`src/hdl/olt_pkg.sv`:
```
// ----------------------------------------------------------------------------
// Ordered list table engine package
// Shared widths, operation and status codes, and the structs that pass
// between the control logic, the entry cells and the group reducers.
// ----------------------------------------------------------------------------
package olt_pkg;

    // Field widths of one item and one result.
    localparam int DATA_W = 32;
    localparam int CNT_W  = 7;
    localparam int FUNC_W = 2;
    localparam int STAT_W = 2;

    // Cells are reduced in groups of eight.
    localparam int GROUP = 8;
    localparam int OFF_W = 3;

    // Configuration register map.
    localparam int ADDR_W       = 3;
    localparam int REG_CAPACITY = 0;
    localparam logic [CNT_W-1:0] CAPACITY_RESET = 7'd64;

    typedef enum logic [FUNC_W-1:0] {
        FN_INSERT = 2'd0,
        FN_DELETE = 2'd1,
        FN_LOCATE = 2'd2,
        FN_GET    = 2'd3
    } func_t;

    typedef enum logic [STAT_W-1:0] {
        ST_OK    = 2'd0,
        ST_RANGE = 2'd1,
        ST_FULL  = 2'd2
    } status_t;

    // Command broadcast along the row of cells.
    typedef struct packed {
        logic [DATA_W-1:0] value;
        logic [CNT_W-1:0]  pos_m1;
        logic [CNT_W-1:0]  count;
        logic              cmp_en;
        logic              ins_en;
        logic              del_en;
    } cell_cmd_t;

    // Registered summary of one group of cells.
    typedef struct packed {
        logic              any_match;
        logic [OFF_W-1:0]  first_off;
        logic [DATA_W-1:0] sel_data;
    } grp_res_t;

endpackage

```
`src/hdl/olt_group.sv`:
```
// ----------------------------------------------------------------------------
// Ordered list group reducer
// Summarises a group of eight cells into a registered first-match offset,
// a match flag and the entry of the cell at the requested position.
// ----------------------------------------------------------------------------
module olt_group (
    input  logic                                       clk,
    input  logic                                       rst_n,
    input  logic [olt_pkg::GROUP-1:0]                  match,
    input  logic [olt_pkg::GROUP-1:0]                  sel,
    input  logic [olt_pkg::GROUP-1:0][olt_pkg::DATA_W-1:0] entry,
    output olt_pkg::grp_res_t                          res
);

    olt_pkg::grp_res_t res_reg;
    olt_pkg::grp_res_t res_next;

    // Lowest matching cell wins; at most one cell is selected.
    always_comb
    begin
        res_next.any_match = |match;
        res_next.first_off = '0;
        res_next.sel_data  = '0;
        for (int k = olt_pkg::GROUP - 1; k >= 0; k--)
        begin
            if (match[k])
            begin
                res_next.first_off = olt_pkg::OFF_W'(k);
            end
        end
        for (int k = 0; k < olt_pkg::GROUP; k++)
        begin
            if (sel[k])
            begin
                res_next.sel_data = res_next.sel_data | entry[k];
            end
        end
    end

    always_ff @(posedge clk or negedge rst_n)
    begin
        if (!rst_n)
        begin
            res_reg <= '0;
        end
        else
        begin
            res_reg <= res_next;
        end
    end

    assign res = res_reg;

endmodule

```
`config.mk`:
```
export PLATFORM = sky130hd
export DESIGN_NAME = olt_group
export DESIGN_NICKNAME = d
export VERILOG_FILES = /design/src/hdl/olt_pkg.sv /design/src/hdl/olt_group.sv
export SDC_FILE = /design/constraint.sdc
export NUM_CORES = 1
export LEC_CHECK = 0
export ABC_CLOCK_PERIOD_IN_PS = 800
export BUFFER_PORTS_ARGS = -buffer_cell sky130_fd_sc_hd__buf_2
export CELL_PAD_IN_SITES_DETAIL_PLACEMENT = 0
export CELL_PAD_IN_SITES_GLOBAL_PLACEMENT = 1
export CORE_AREA = 5 5 117 119
export CTS_CLUSTER_SIZE = 10
export DETAILED_ROUTE_END_ITERATION = 10
export DIE_AREA = 0 0 122 124
export PLACE_DENSITY_LB_ADDON = 0.1
export SLEW_MARGIN = 20
export SYNTH_ARGS = -nofsm -noshare
export SYNTH_HDL_FRONTEND = slang
export SYNTH_SLANG_ARGS = --single-unit
```
`constraint.sdc`:
```
create_clock -name clk -period 0.8 [get_ports clk]
set_input_delay 0.12 -clock clk [delete_from_list [all_inputs] [get_ports clk]]
set_output_delay 0.12 -clock clk [all_outputs]
set_load 0.02 [all_outputs]
```
==> impl_metrics.csv <==
group,metric,value,unit
status,outcome,"finished, violations left",
status,violations,"negative setup slack",
worst_hold_path,hp-class,"primary input to register",
floorplan,core-area,12470,um2
routing,vias,3471,
routing,wl_per_cell,20.83,um
clocking,cts.clk_slew.worst_paths,0.06,ns
layout,most-common-layout-cells,"buf_2 (273), a22oi_1 (128), buf_6 (36), dfrtp_1 (36), nand4_1 (32)",
global_route,grt_max_degree,34,
sta,fin_crit_sh,1.177,
layout,largest_reg_flops,36,
sta,tns,-4.001,ns
sta,period_minus_slack,0.9419,ns
clocking,post_cts_buffers,0,
clocking,cts_max_path_buffers,2,
sta,slew_headroom,0.7881,
worst_setup_path,crit_type,"register to primary output",
worst_setup_path,path_buf_inv,1,
synthesis,synth_cells,233,
synthesis,yosysSeqAreaShare,0.3890,
worst_setup_path,end_kind,"primary output",
sta,finalSetupViolations,36,
place,portBuffers,309,
floorplan,start_util,0.1858,
floorplan,die_w,122,um
floorplan,die-height,124,um
power,p_leak,0.002264,uW
synthesis,synth_warnings,0,
worst_setup_path,critPathSlowestCell,"dfrtp_1",
place,routabilityCongestion,0.8148,
worst_setup_path,cp_top_family,"flip-flops",
worst_setup_path,crit_required,0.68,ns
power,vdd_drop_max,0.0006273,V
sta,fmax,1062,MHz
global_route,grt_pass1_wl,21090,um
clocking,clock_sinks,36,
routing,ant_nets,0,
place,place_inst,710,
routing,dr.pass1.iters,4,
sta,tightest_slew,0.3137,ns
global_route,grt_pass1_vias,3806,
flow_run,maxCapViolCount,0,
place,dp_hpwl,12300,um
worst_setup_path,path_max_fanout,1,
synthesis,synth.avg_cell_area,9.940,um2
floorplan,rows,41,
worst_setup_path,worst_setup_path_start_kind,"register",
sta,fin_ws,-0.1419,ns
routing,first_iter_violations,194,
layout,stdcell_count,719,
sta,hold_viol,0,
synthesis,syn_nets,507,
power,power_per_cell_area,1303,nW/um2
worst_hold_path,min_from,"match[0]",
routing,drc,0,
floorplan,ioPinCount,310,
layout,final_common_cell,"buf_2",
synthesis,yosysUniqueCellTypes,17,
routing,viasPerCell,4.828,
clocking,cts_tree,"yes",
clocking,clockRootBuffer,"clkbuf_16",
layout,num_antenna_cells,0,
worst_setup_path,path_cells,"buf_6",
synthesis,ys_ff_latch,36,
clocking,cts.htree.levels,2,
layout,nets,820,
layout,syn_to_final_growth,99.24,%
worst_hold_path,whs_path_depth,2,
global_route,grt_usage,0.1846,
routing,wirelength,14980,um
floorplan,die_area,15130,um2
layout,drive_above_1_share,0.6179,
synthesis,synthesis.area,2316,um2
global_route,overflow,0,
worst_setup_path,arrival,0.82,ns
worst_setup_path,critPathMaxStageDelay,0.40,ns
clocking,cts_made_buffers,5,
power,power,6013,uW
sta,slew_violations,0,
worst_hold_path,min_to,"res[32]",
global_route,antenna_found_initial,1,
sta,rsz0062_at_grt,"yes",
[worst max path at each step]
stage,startpoint,end,slack (ns),depth (start not counted)
2_1_floorplan,match[6],res[34],0.11,2
3_3_place_gp,sel[7],res[11],-0.18,4
3_5_place_dp,sel[7],res[11],-0.23,4
4_1_cts,res[7],res[7],-0.16,1
5_1_grt,res[7],res[7],-0.16,1
6_report,res[16],res[16],-0.14,1
[routing by layer]
layer | track usage | wire (um) | vias up
met5 | 0 | 7 | -
met4 | 0.04762 | 230 | 2
met3 | 0.05223 | 1406 | 15
met2 | 0.3522 | 8026 | 185
met1 | 0.1998 | 5309 | 1636
li1 | - | - | 1633
[stage by stage]
stage               hold WS (ns)  area (um2)  utilization  worst slack, ns
floorplan                -0.1756        2316            -           0.1079
global placement        -0.06353        4230       0.3394          -0.1834
detailed placement      -0.06145        4230       0.3394          -0.2345
CTS                      0.04563        4614       0.3702          -0.1572
global route             0.06343        4614       0.3702          -0.1560
finish                   0.05348        4614       0.3702          -0.1419
[power breakdown]
group          internal (uW)  switching [uW]
combinational           1080             907
clock                   1230             830
sequential              1920            47.4
[cell usage after synthesis]
cell	n	area, um2
buf_4	1	7.510
o21ai_0	1	5.000
o41ai_1	1	8.760
a21boi_0	1	7.510
nor4_2	1	12.51
dfrtp_1	36	900.9
nand4_1	32	200.2
inv_1	1	3.750
nor2_1	3	11.26
o21bai_1	1	7.510
and3b_1	1	8.760
nand3_1	1	5.000
nor2b_1	1	6.260
a21oi_1	1	5.000
a22oi_1	128	960.9
buf_2	15	75.07
buf_6	8	90.09
[cell type report]
| type | instances | area, um2 |
|---|---|---|
| Tap cell | 172 | 215.2 |
| Sequential cell | 36 | 900.9 |
| Inverter | 1 | 3.754 |
| Multi-Input combinational cell | 172 | 1239 |
| Clock inverter | 2 | 10.01 |
| Fill cell | 1318 | 7851 |
| Timing Repair Buffer | 330 | 2107 |
| Clock buffer | 6 | 138.9 |
[kinds of logic after synthesis]
| kind of cell | synth area share |
|---|---|
| AOI/OAI and AO/OA | 0.4295 |
| buffers and inverters | 0.07618 |
| DFF | 0.3890 |
| and+or+nand+nor | 0.1053 |
[repair_timing]
| action | in CTS | in global routing |
|---|---|---|
| endpoints found under the setup margin | 36 | 36 |
| hold buffers | 1 | 0 |
| gates cloned | 0 | 0 |
| hold endpoints to repair | 36 | 0 |
| gates resized for setup | 72 | 0 |
Power figures use the tool's default switching activity.
