==> config.mk <==
export PLATFORM = sky130hd
export DESIGN_NAME = olt_cell
export DESIGN_NICKNAME = d
export VERILOG_FILES = /design/src/hdl/olt_pkg.sv /design/src/hdl/olt_cell.sv
export SDC_FILE = /design/constraint.sdc
export NUM_CORES = 1
export LEC_CHECK = 0
export ABC_AREA = 1
export BUFFER_PORTS_ARGS = -buffer_cell sky130_fd_sc_hd__buf_2
export CAP_MARGIN = 20
export CELL_PAD_IN_SITES_DETAIL_PLACEMENT = 2
export CELL_PAD_IN_SITES_GLOBAL_PLACEMENT = 2
export CORE_ASPECT_RATIO = 2
export CORE_UTILIZATION = 18
export CTS_CLUSTER_DIAMETER = 40
export DETAILED_ROUTE_END_ITERATION = 16
export PLACE_DENSITY_LB_ADDON = 0.1
export SYNTH_ARGS = -nofsm -noshare
export SYNTH_HDL_FRONTEND = slang
export SYNTH_SLANG_ARGS = --single-unit
==> constraint.sdc <==
create_clock -name clk -period 1.1 [get_ports clk]
set_clock_uncertainty 0.2 [all_clocks]
set_input_delay 0 -clock clk [delete_from_list [all_inputs] [get_ports clk]]
set_output_delay 0 -clock clk [all_outputs]
set_load 0.02 [all_outputs]
==> src/hdl/olt_pkg.sv <==
// ----------------------------------------------------------------------------
// Ordered list table engine package
// Shared widths, operation and status codes, and the structs that pass
// between the control logic, the entry cells and the group reducers.
// ----------------------------------------------------------------------------
package olt_pkg;

    // Field widths of one item and one result.
    localparam int DATA_W = 32;
    localparam int CNT_W  = 7;
    localparam int FUNC_W = 2;
    localparam int STAT_W = 2;

    // Cells are reduced in groups of eight.
    localparam int GROUP = 8;
    localparam int OFF_W = 3;

    // Configuration register map.
    localparam int ADDR_W       = 3;
    localparam int REG_CAPACITY = 0;
    localparam logic [CNT_W-1:0] CAPACITY_RESET = 7'd64;

    typedef enum logic [FUNC_W-1:0] {
        FN_INSERT = 2'd0,
        FN_DELETE = 2'd1,
        FN_LOCATE = 2'd2,
        FN_GET    = 2'd3
    } func_t;

    typedef enum logic [STAT_W-1:0] {
        ST_OK    = 2'd0,
        ST_RANGE = 2'd1,
        ST_FULL  = 2'd2
    } status_t;

    // Command broadcast along the row of cells.
    typedef struct packed {
        logic [DATA_W-1:0] value;
        logic [CNT_W-1:0]  pos_m1;
        logic [CNT_W-1:0]  count;
        logic              cmp_en;
        logic              ins_en;
        logic              del_en;
    } cell_cmd_t;

    // Registered summary of one group of cells.
    typedef struct packed {
        logic              any_match;
        logic [OFF_W-1:0]  first_off;
        logic [DATA_W-1:0] sel_data;
    } grp_res_t;

endpackage

==> src/hdl/olt_cell.sv <==
// ----------------------------------------------------------------------------
// Ordered list entry cell
// Holds one list entry. Shifts in from its left or right neighbour on
// insert and delete, and registers its own compare and position hits.
// ----------------------------------------------------------------------------
module olt_cell #(
    parameter int IDX = 0
) (
    input  logic                          clk,
    input  logic                          rst_n,
    input  olt_pkg::cell_cmd_t            cmd,
    input  logic [olt_pkg::DATA_W-1:0]    left_entry,
    input  logic [olt_pkg::DATA_W-1:0]    right_entry,
    output logic [olt_pkg::DATA_W-1:0]    entry,
    output logic                          match,
    output logic                          sel
);

    logic [olt_pkg::DATA_W-1:0] entry_reg;
    logic [olt_pkg::DATA_W-1:0] entry_next;
    logic                       match_reg;
    logic                       match_next;
    logic                       sel_reg;
    logic                       sel_next;
    logic                       at_pos;
    logic                       above_pos;
    logic                       in_list;

    // Position of this cell relative to the request.
    assign at_pos    = (IDX == int'(cmd.pos_m1));
    assign above_pos = (IDX >  int'(cmd.pos_m1));
    assign in_list   = (IDX <  int'(cmd.count));

    // Compare against the requested value and position.
    always_comb
    begin
        match_next = match_reg;
        sel_next   = sel_reg;
        if (cmd.cmp_en)
        begin
            match_next = in_list && (entry_reg == cmd.value);
            sel_next   = at_pos;
        end
    end

    // Shift the entry on insert or delete.
    always_comb
    begin
        entry_next = entry_reg;
        if (cmd.ins_en)
        begin
            if (at_pos)
            begin
                entry_next = cmd.value;
            end
            else if (above_pos)
            begin
                entry_next = left_entry;
            end
        end
        else if (cmd.del_en)
        begin
            if (at_pos || above_pos)
            begin
                entry_next = right_entry;
            end
        end
    end

    always_ff @(posedge clk or negedge rst_n)
    begin
        if (!rst_n)
        begin
            match_reg <= 1'b0;
            sel_reg   <= 1'b0;
        end
        else
        begin
            match_reg <= match_next;
            sel_reg   <= sel_next;
        end
    end

    // Entry payload carries no reset.
    always_ff @(posedge clk)
    begin
        entry_reg <= entry_next;
    end

    assign entry = entry_reg;
    assign match = match_reg;
    assign sel   = sel_reg;

endmodule

==> key figures, run 1 <==
Status
  – Status: finished with violations
  – Failing checks: hold timing, setup timing

Floorplan
  – # rows: 55
  – Starting density of the core: 0.1859
  – Core area: 11420 sq um
  – Die height: roughly 160 um
  – Die W: 78.80 um
  – Die ar.: 12260 sq um
  – I/O pin cnt: roughly 150

Setup path
  – Critical path buffer and inverter count: 1
  – R2R setup slack: -280 ps
  – CP endpoint: match$_DFFE_PN0P_
  – Crit Path Max Fanout: 3
  – Critical-path cell list: inv_1, nand2_1, nand2_1, nand2_2, nor2_4, nand2_2, nor2_2, nand3_1, nand2_1
  – WS Path Type: register to register
  – Cell mode on critical path: nand2_1
  – WP data required: ~1100 ps
  – Critical Path AT: 1400 ps
  – Worst reg2reg path depth: 9
  – Setup crit start kind: register
  – Worst path max stage delay: 420 ps
  – Reg2reg start: entry[20]$_DFFE_PP_
  – Worst Setup SP: entry[20]$_DFFE_PP_
  – CP endpoint kind: register
  – Reg-to-Reg End: match$_DFFE_PN0P_
  – Critical path depth: 9
  – CP delay by family, top: simple AND/OR/NAND/NOR gates
  – Slowest CP cell: edfxtp_1

Timing
  – Count of endpoints failing setup in the final report: 22
  – Unrepaired setup endpoints after global routing: true
  – PnR worst setup slack: -283.7 ps
  – Period utilisation layout: 1.258
  – Final Critical Period: 1384 ps
  – Fin Setup TNS: -1239 ps
  – Final hold vios: 1
  – Max Slew Vio Count: 0
  – Min Hold Slack: -203.6 ps
  – Worst-margin pin slew: 238.4 ps
  – Fmax: 722.7 MHz
  – Relative slew slack: 0.8399

Cells and area
  – Max FFs per register: 32
  – Fraction of layout cells with a size suffix above 1: 0.3707
  – Nets: 613
  – Area Growth Syn to Fin: 98.59%
  – N_diodes: 0
  – Finished Core Util: 0.3691

Clock tree
  – Clock latency at the later pin of the worst-skew pair: 280 ps
  – CTS tree: done
  – Clock slew at reported path FFs: 60 ps
  – H-tree depth: 2
  – CTS Buf Count: 5
  – Sink Count: 34
  – Root Buffer: clkbuf_16
  – Cts hold-fix bufs: 66
  – Deepest clock path buffer count: 2

Placed design
  – HPWL Detailed: 6484 um
  – GPL Wtd Cong: 0.7151
  – PortBufs: 116

Routing
  – Initial DRC Count: 61
  – DRT antenna net count: 0
  – Post-route DRC: 0
  – Via count: approximately 2.6k
  – DRT Wirelength: 8764 um
  – DR vias/cell: roughly 4.1
  – Wire length per cell: 13.67 um
  – DRT Pass-1 Iters: 3

GRT
  – GRT Util Overall: 0.1494
  – Gr ovfl total: 0
  – Largest net degree at the start of global routing: 26
  – Vias in the first global route: 2877
  – Initial antenna violation count: 0
  – First-pass GRT wire length: 13630 um

Synth
  – Seq/Total Area, Yosys: 0.4761
  – Synth Instances: 284
  – Netlist cell types: 21
  – Seq cells post-synth: 34
  – Synth Cell Area: 2123 sq um
  – Syn_area_per_cell: 7.476 sq um
  – Synth warn: 0
  – Syn_nets: approximately 400

Pwr
  – Sw Share: 0.2366
  – Power Density: 850.3 nW/um^2
  – Net Sw Power: 0.8483 mW
  – Sequential share of power: 0.401
  – Maximum VDD drop: 0.4940 mV
  – Clock share of power: 0.402
  – Leak pwr: between 2 and 2.5 nW
  – Combinational share of power: 0.197
  – Internal power: 2.737 mW
  – Total Power: 3.585 mW

Run
  – Max-Cap Viols: 0

Min path
  – Hold crit path type: primary input to register
==> metrics by stage <==
step	cells	setup slack (ps)	cell area, sq um
after floorplan	284	-194.2	2152
after global placement	562	-428.6	3103
after detailed placement	562	-473.4	3103
after CTS	637	-336.5	4079
after global routing	641	-417.6	4217
final	641	-283.7	4217
==> synth_stat cells <==
| cell type | instances | area share |
|---|---|---|
| nand3_2 | 1 | 0.0047 |
| nand4_1 | 2 | 0.0059 |
| nand2_1 | 127 | 0.22 |
| inv_1 | 49 | 0.087 |
| dfrtp_1 | 2 | 0.024 |
| o21a_1 | 1 | 0.0035 |
| buf_6 | 6 | 0.032 |
| nor3_1 | 1 | 0.0024 |
| nor4_1 | 1 | 0.0029 |
| clkbuf_2 | 1 | 0.0024 |
| nand2_2 | 1 | 0.0029 |
| o21ai_1 | 18 | 0.042 |
| xnor2_1 | 7 | 0.029 |
| a21oi_2 | 1 | 0.0041 |
| nand3_1 | 3 | 0.0071 |
| inv_2 | 6 | 0.011 |
| o22ai_1 | 1 | 0.0029 |
| nor2_1 | 15 | 0.027 |
| o21ai_2 | 7 | 0.029 |
| edfxtp_1 | 32 | 0.45 |
| o21ai_0 | 2 | 0.0047 |
==> cells in the final DEF (no fill, tap or decap), types with 2 or more instances in the layout <==
master          instances
inv_1                  49
dlygate4sd3_1          63
o21ai_2                 7
edfxtp_1               32
nand2_2                 5
dfrtp_1                 2
nor2_4                  4
nand3_1                 3
xnor2_1                 6
o21ai_1                18
nand2_1               123
nand4_1                 2
clkbuf_16               7
buf_2                  95
nor2_1                  8
buf_4                  13
buf_12                  5
o21ai_0                 2
dlymetal6s4s_1          3
buf_6                  33
inv_2                   6
nor2_2                  3
==> worst reg2reg max path, delay by kind of cell (launching register included) <==
family | cells | cell delay, ps
simple gates | 8 | 630
flops | 1 | 420
buf+inv | 1 | 80
==> power groups by stage <==
stage / Clock [mW] / Sequential [mW] / Combinational [mW]
global placement: 0 / 1.46 / 0.494
global route: 1.53 / 1.44 / 0.786
finish: 1.44 / 1.44 / 0.706
CTS: 1.51 / 1.44 / 0.701
detailed placement: 0 / 1.46 / 0.506
floorplan: 0 / 1.47 / 0.231
==> cells by family (layout without fill, tap and decap cells) <==
kind of cell	Yosys count	after routing	synth area share
AO/OA/AOI/OAI	30	30	0.08663
XOR/XNOR	7	7	0.02888
buffers and inverters	62	277	0.1314
flip-flops	34	34	0.4761
AND/OR/NAND/NOR	151	151	0.2770
==> area by class of cell <==
class | count | area, sq um
clock buffer | 7 | 142.6
timing repair buffer | 214 | 1763
inverter | 55 | 206.4
multi-input combinational | 188 | 910.9
fill | 1397 | 7207
tap | 142 | 177.7
sequential | 34 | 1011
clock inverter | 1 | 5.005
==> what timing repair did <==
action,4_1_cts,5_1_grt
pin swaps,4,5
buffers inserted,6,8
hold endpoints to repair,37,1
setup endpoints to repair,41,54
resized for setup,47,25
gates cloned,0,2
==> how the worst min path moves through the flow <==
stage,to,cells after the start,start
2_1_floorplan,match$_DFFE_PN0P_,0,rst_n
3_3_place_gp,sel$_DFFE_PN0P_,1,rst_n
3_5_place_dp,sel$_DFFE_PN0P_,1,rst_n
4_1_cts,sel$_DFFE_PN0P_,4,cmd[13]
5_1_grt,sel$_DFFE_PN0P_,4,cmd[14]
6_report,sel$_DFFE_PN0P_,4,cmd[10]
==> metal layers <==
| layer | up-vias | part of all wire | global-route usage |
|---|---|---|---|
| li1 | 1299 | - | - |
| met1 | 1239 | 0.32 | 0.1354 |
| met2 | 63 | 0.63 | 0.3168 |
| met3 | 6 | 0.037 | 0.02339 |
| met4 | 0 | 0.013 | 0.04762 |
| met5 | - | 0 | 0 |
Note: power is estimated with default switching activity, not from simulation.
==> run 2, diff against run 1 <==
Settings changed: MAX_ROUTING_LAYER set to met4, REMOVE_ABC_BUFFERS set to 1.
==> key figures, run 2 (synthesis gave the netlist of run 1 again) <==
Status
  – Status: finished with violations
  – Failing checks: setup timing

Timing
  – Count of endpoints failing setup in the final report: 37
  – Min Hold Slack: 1.206 ps
  – Final Critical Period: 1387 ps
  – PnR worst setup slack: -287.2 ps
  – Relative slew slack: 0.8443
  – Period utilisation layout: 1.261
  – Fin Setup TNS: -2339 ps
  – Fmax: 720.9 MHz
  – Final hold vios: 0
  – Worst-margin pin slew: between 200 and 250 ps
  – Max Slew Vio Count: 0
  – Unrepaired setup endpoints after global routing: true

Cells and area
  – Fill cells: 1345
  – Finished Core Util: 0.3720
  – Area Growth Syn to Fin: 100.1%
  – Nets: 615
  – Final std cells w/o fill: around 640
  – Commonest non-fill, non-tap cell in the layout: nand2_1
  – Most frequent cells in the layout: nand2_1, buf_2, dlygate4sd3_1
  – Fraction of layout cells with a size suffix above 1: 0.3693
  – N_diodes: 0
  – Final instance area: about 4200 sq um
  – Max FFs per register: 32

Setup path
  – Worst path max stage delay: approximately 420 ps
  – WP data required: ~1100 ps
  – Slowest CP cell: edfxtp_1
  – Reg-to-Reg End: match$_DFFE_PN0P_
  – Setup crit start kind: register
  – R2R setup slack: -290 ps
  – Critical path buffer and inverter count: 1
  – CP endpoint: match$_DFFE_PN0P_
  – Reg2reg start: entry[28]$_DFFE_PP_
  – Critical path depth: 9
  – CP endpoint kind: register
  – Crit Path Max Fanout: 3
  – Worst reg2reg path depth: 9
  – Cell mode on critical path: nand2_1
  – Critical Path AT: around 1400 ps
  – Worst Setup SP: entry[28]$_DFFE_PP_
  – CP delay by family, top: simple AND/OR/NAND/NOR gates
  – WS Path Type: register to register
  – Critical-path cell list: inv_1, nand2_1, nand2_1, nand2_2, nor2_4, nand2_1, nor2_2, nand3_1, nand2_1

GRT
  – Largest net degree at the start of global routing: 34
  – Vias in the first global route: roughly 3k
  – Initial antenna violation count: 0
  – First-pass GRT wire length: 14070 um
  – Gr ovfl total: 0
  – GRT Util Overall: 0.1574

Floorplan
  – Core area: about 11000 sq um
  – Die height: approximately 160 um
  – I/O pin cnt: 149
  – Die ar.: around 12000 sq um
  – # rows: 55
  – Starting density of the core: 0.1859
  – Die W: 78.80 um

Routing
  – DRT Wirelength: approximately 9000 um
  – DRT Pass-1 Iters: 3
  – Via count: 2655
  – Initial DRC Count: 32
  – DR vias/cell: 4.129
  – Wire length per cell: roughly 14 um
  – Post-route DRC: 0
  – DRT antenna net count: 0

Clock tree
  – Sink Count: 34
  – Root Buffer: clkbuf_16
  – CTS Buf Count: 5
  – Deepest clock path buffer count: 2
  – Clock latency at the later pin of the worst-skew pair: 280 ps
  – Clock slew at reported path FFs: 60 ps
  – H-tree depth: 2
  – CTS tree: done

Pwr
  – Maximum VDD drop: 0.6620 mV
  – Power Density: roughly 830 nW/um^2
  – Leak pwr: 2.112 nW

Run
  – Max-Cap Viols: 0

Min path
  – Hold path start: cmd[23]
  – Hold crit path type: primary input to register

Placed design
  – GPL Wtd Cong: ~0.7
  – HPWL Detailed: about 6500 um
  – Dpl cells: 562
  – PortBufs: 116
  – Placed inst area: 3063 sq um
## run 2: layer usage
metal | vias up | part of all wire | global-route usage
li1 | 1301 | - | -
met1 | 1287 | 0.31 | 0.1297
met2 | 62 | 0.64 | 0.3391
met3 | 5 | 0.030 | 0.01988
met4 | 0 | 0.012 | 0.04497
met5 | - | 0 | -
## run 2: power by group
part	internal, mW	total [mW]	switching, mW
Sequential	1.43	1.44	0.00547
Combinational	0.399	0.700	0.301
Clock	0.816	1.37	0.558
Total	2.65	3.51	0.865
## run 2: tightest hold or removal path: cells and delay by family
family,cells,cell delay [ps]
buf+inv,3,270
compound gates,1,50
## run 2: area by class of cell
cell class	instances	area, sq um	share of cell area
timing repair buffer	216	1818	0.4279
sequential	34	1011	0.2379
multi-input combinational	188	899.6	0.2117
inverter	55	206.4	0.04859
tap	142	177.7	0.04181
clock buffer	5	125.1	0.02945
clock inverter	3	11.26	0.002650
## run 2: through the flow
stage                     power (mW)  setup WS [ps]
after global placement         1.936         -397.3
final                          3.513         -287.2
after floorplan                1.670         -689.1
after detailed placement       1.952         -429.4
after CTS                      3.573         -350.5
after global routing           3.688         -428.9
## run 2: worst min path at each step
stage                                     to  slack [ps]  cells after the start
after floorplan            match$_DFFE_PN0P_        -500                      0
after global placement       sel$_DFFE_PN0P_        -400                      1
after detailed placement     sel$_DFFE_PN0P_        -400                      1
after CTS                    sel$_DFFE_PN0P_        -100                      5
after global routing      entry[6]$_DFFE_PP_          20                      4
final                     entry[6]$_DFFE_PP_           1                      4
## run 2: timing repair
| action | CTS | global route |
|---|---|---|
| setup buffers | 8 | 10 |
| hold endpoints to repair | 36 | 0 |
| setup endpoints to repair | 54 | 61 |
| hold buffers | 66 | 0 |
| pin swaps | 2 | 5 |
| gates cloned | 2 | 0 |
| resized for setup | 60 | 32 |
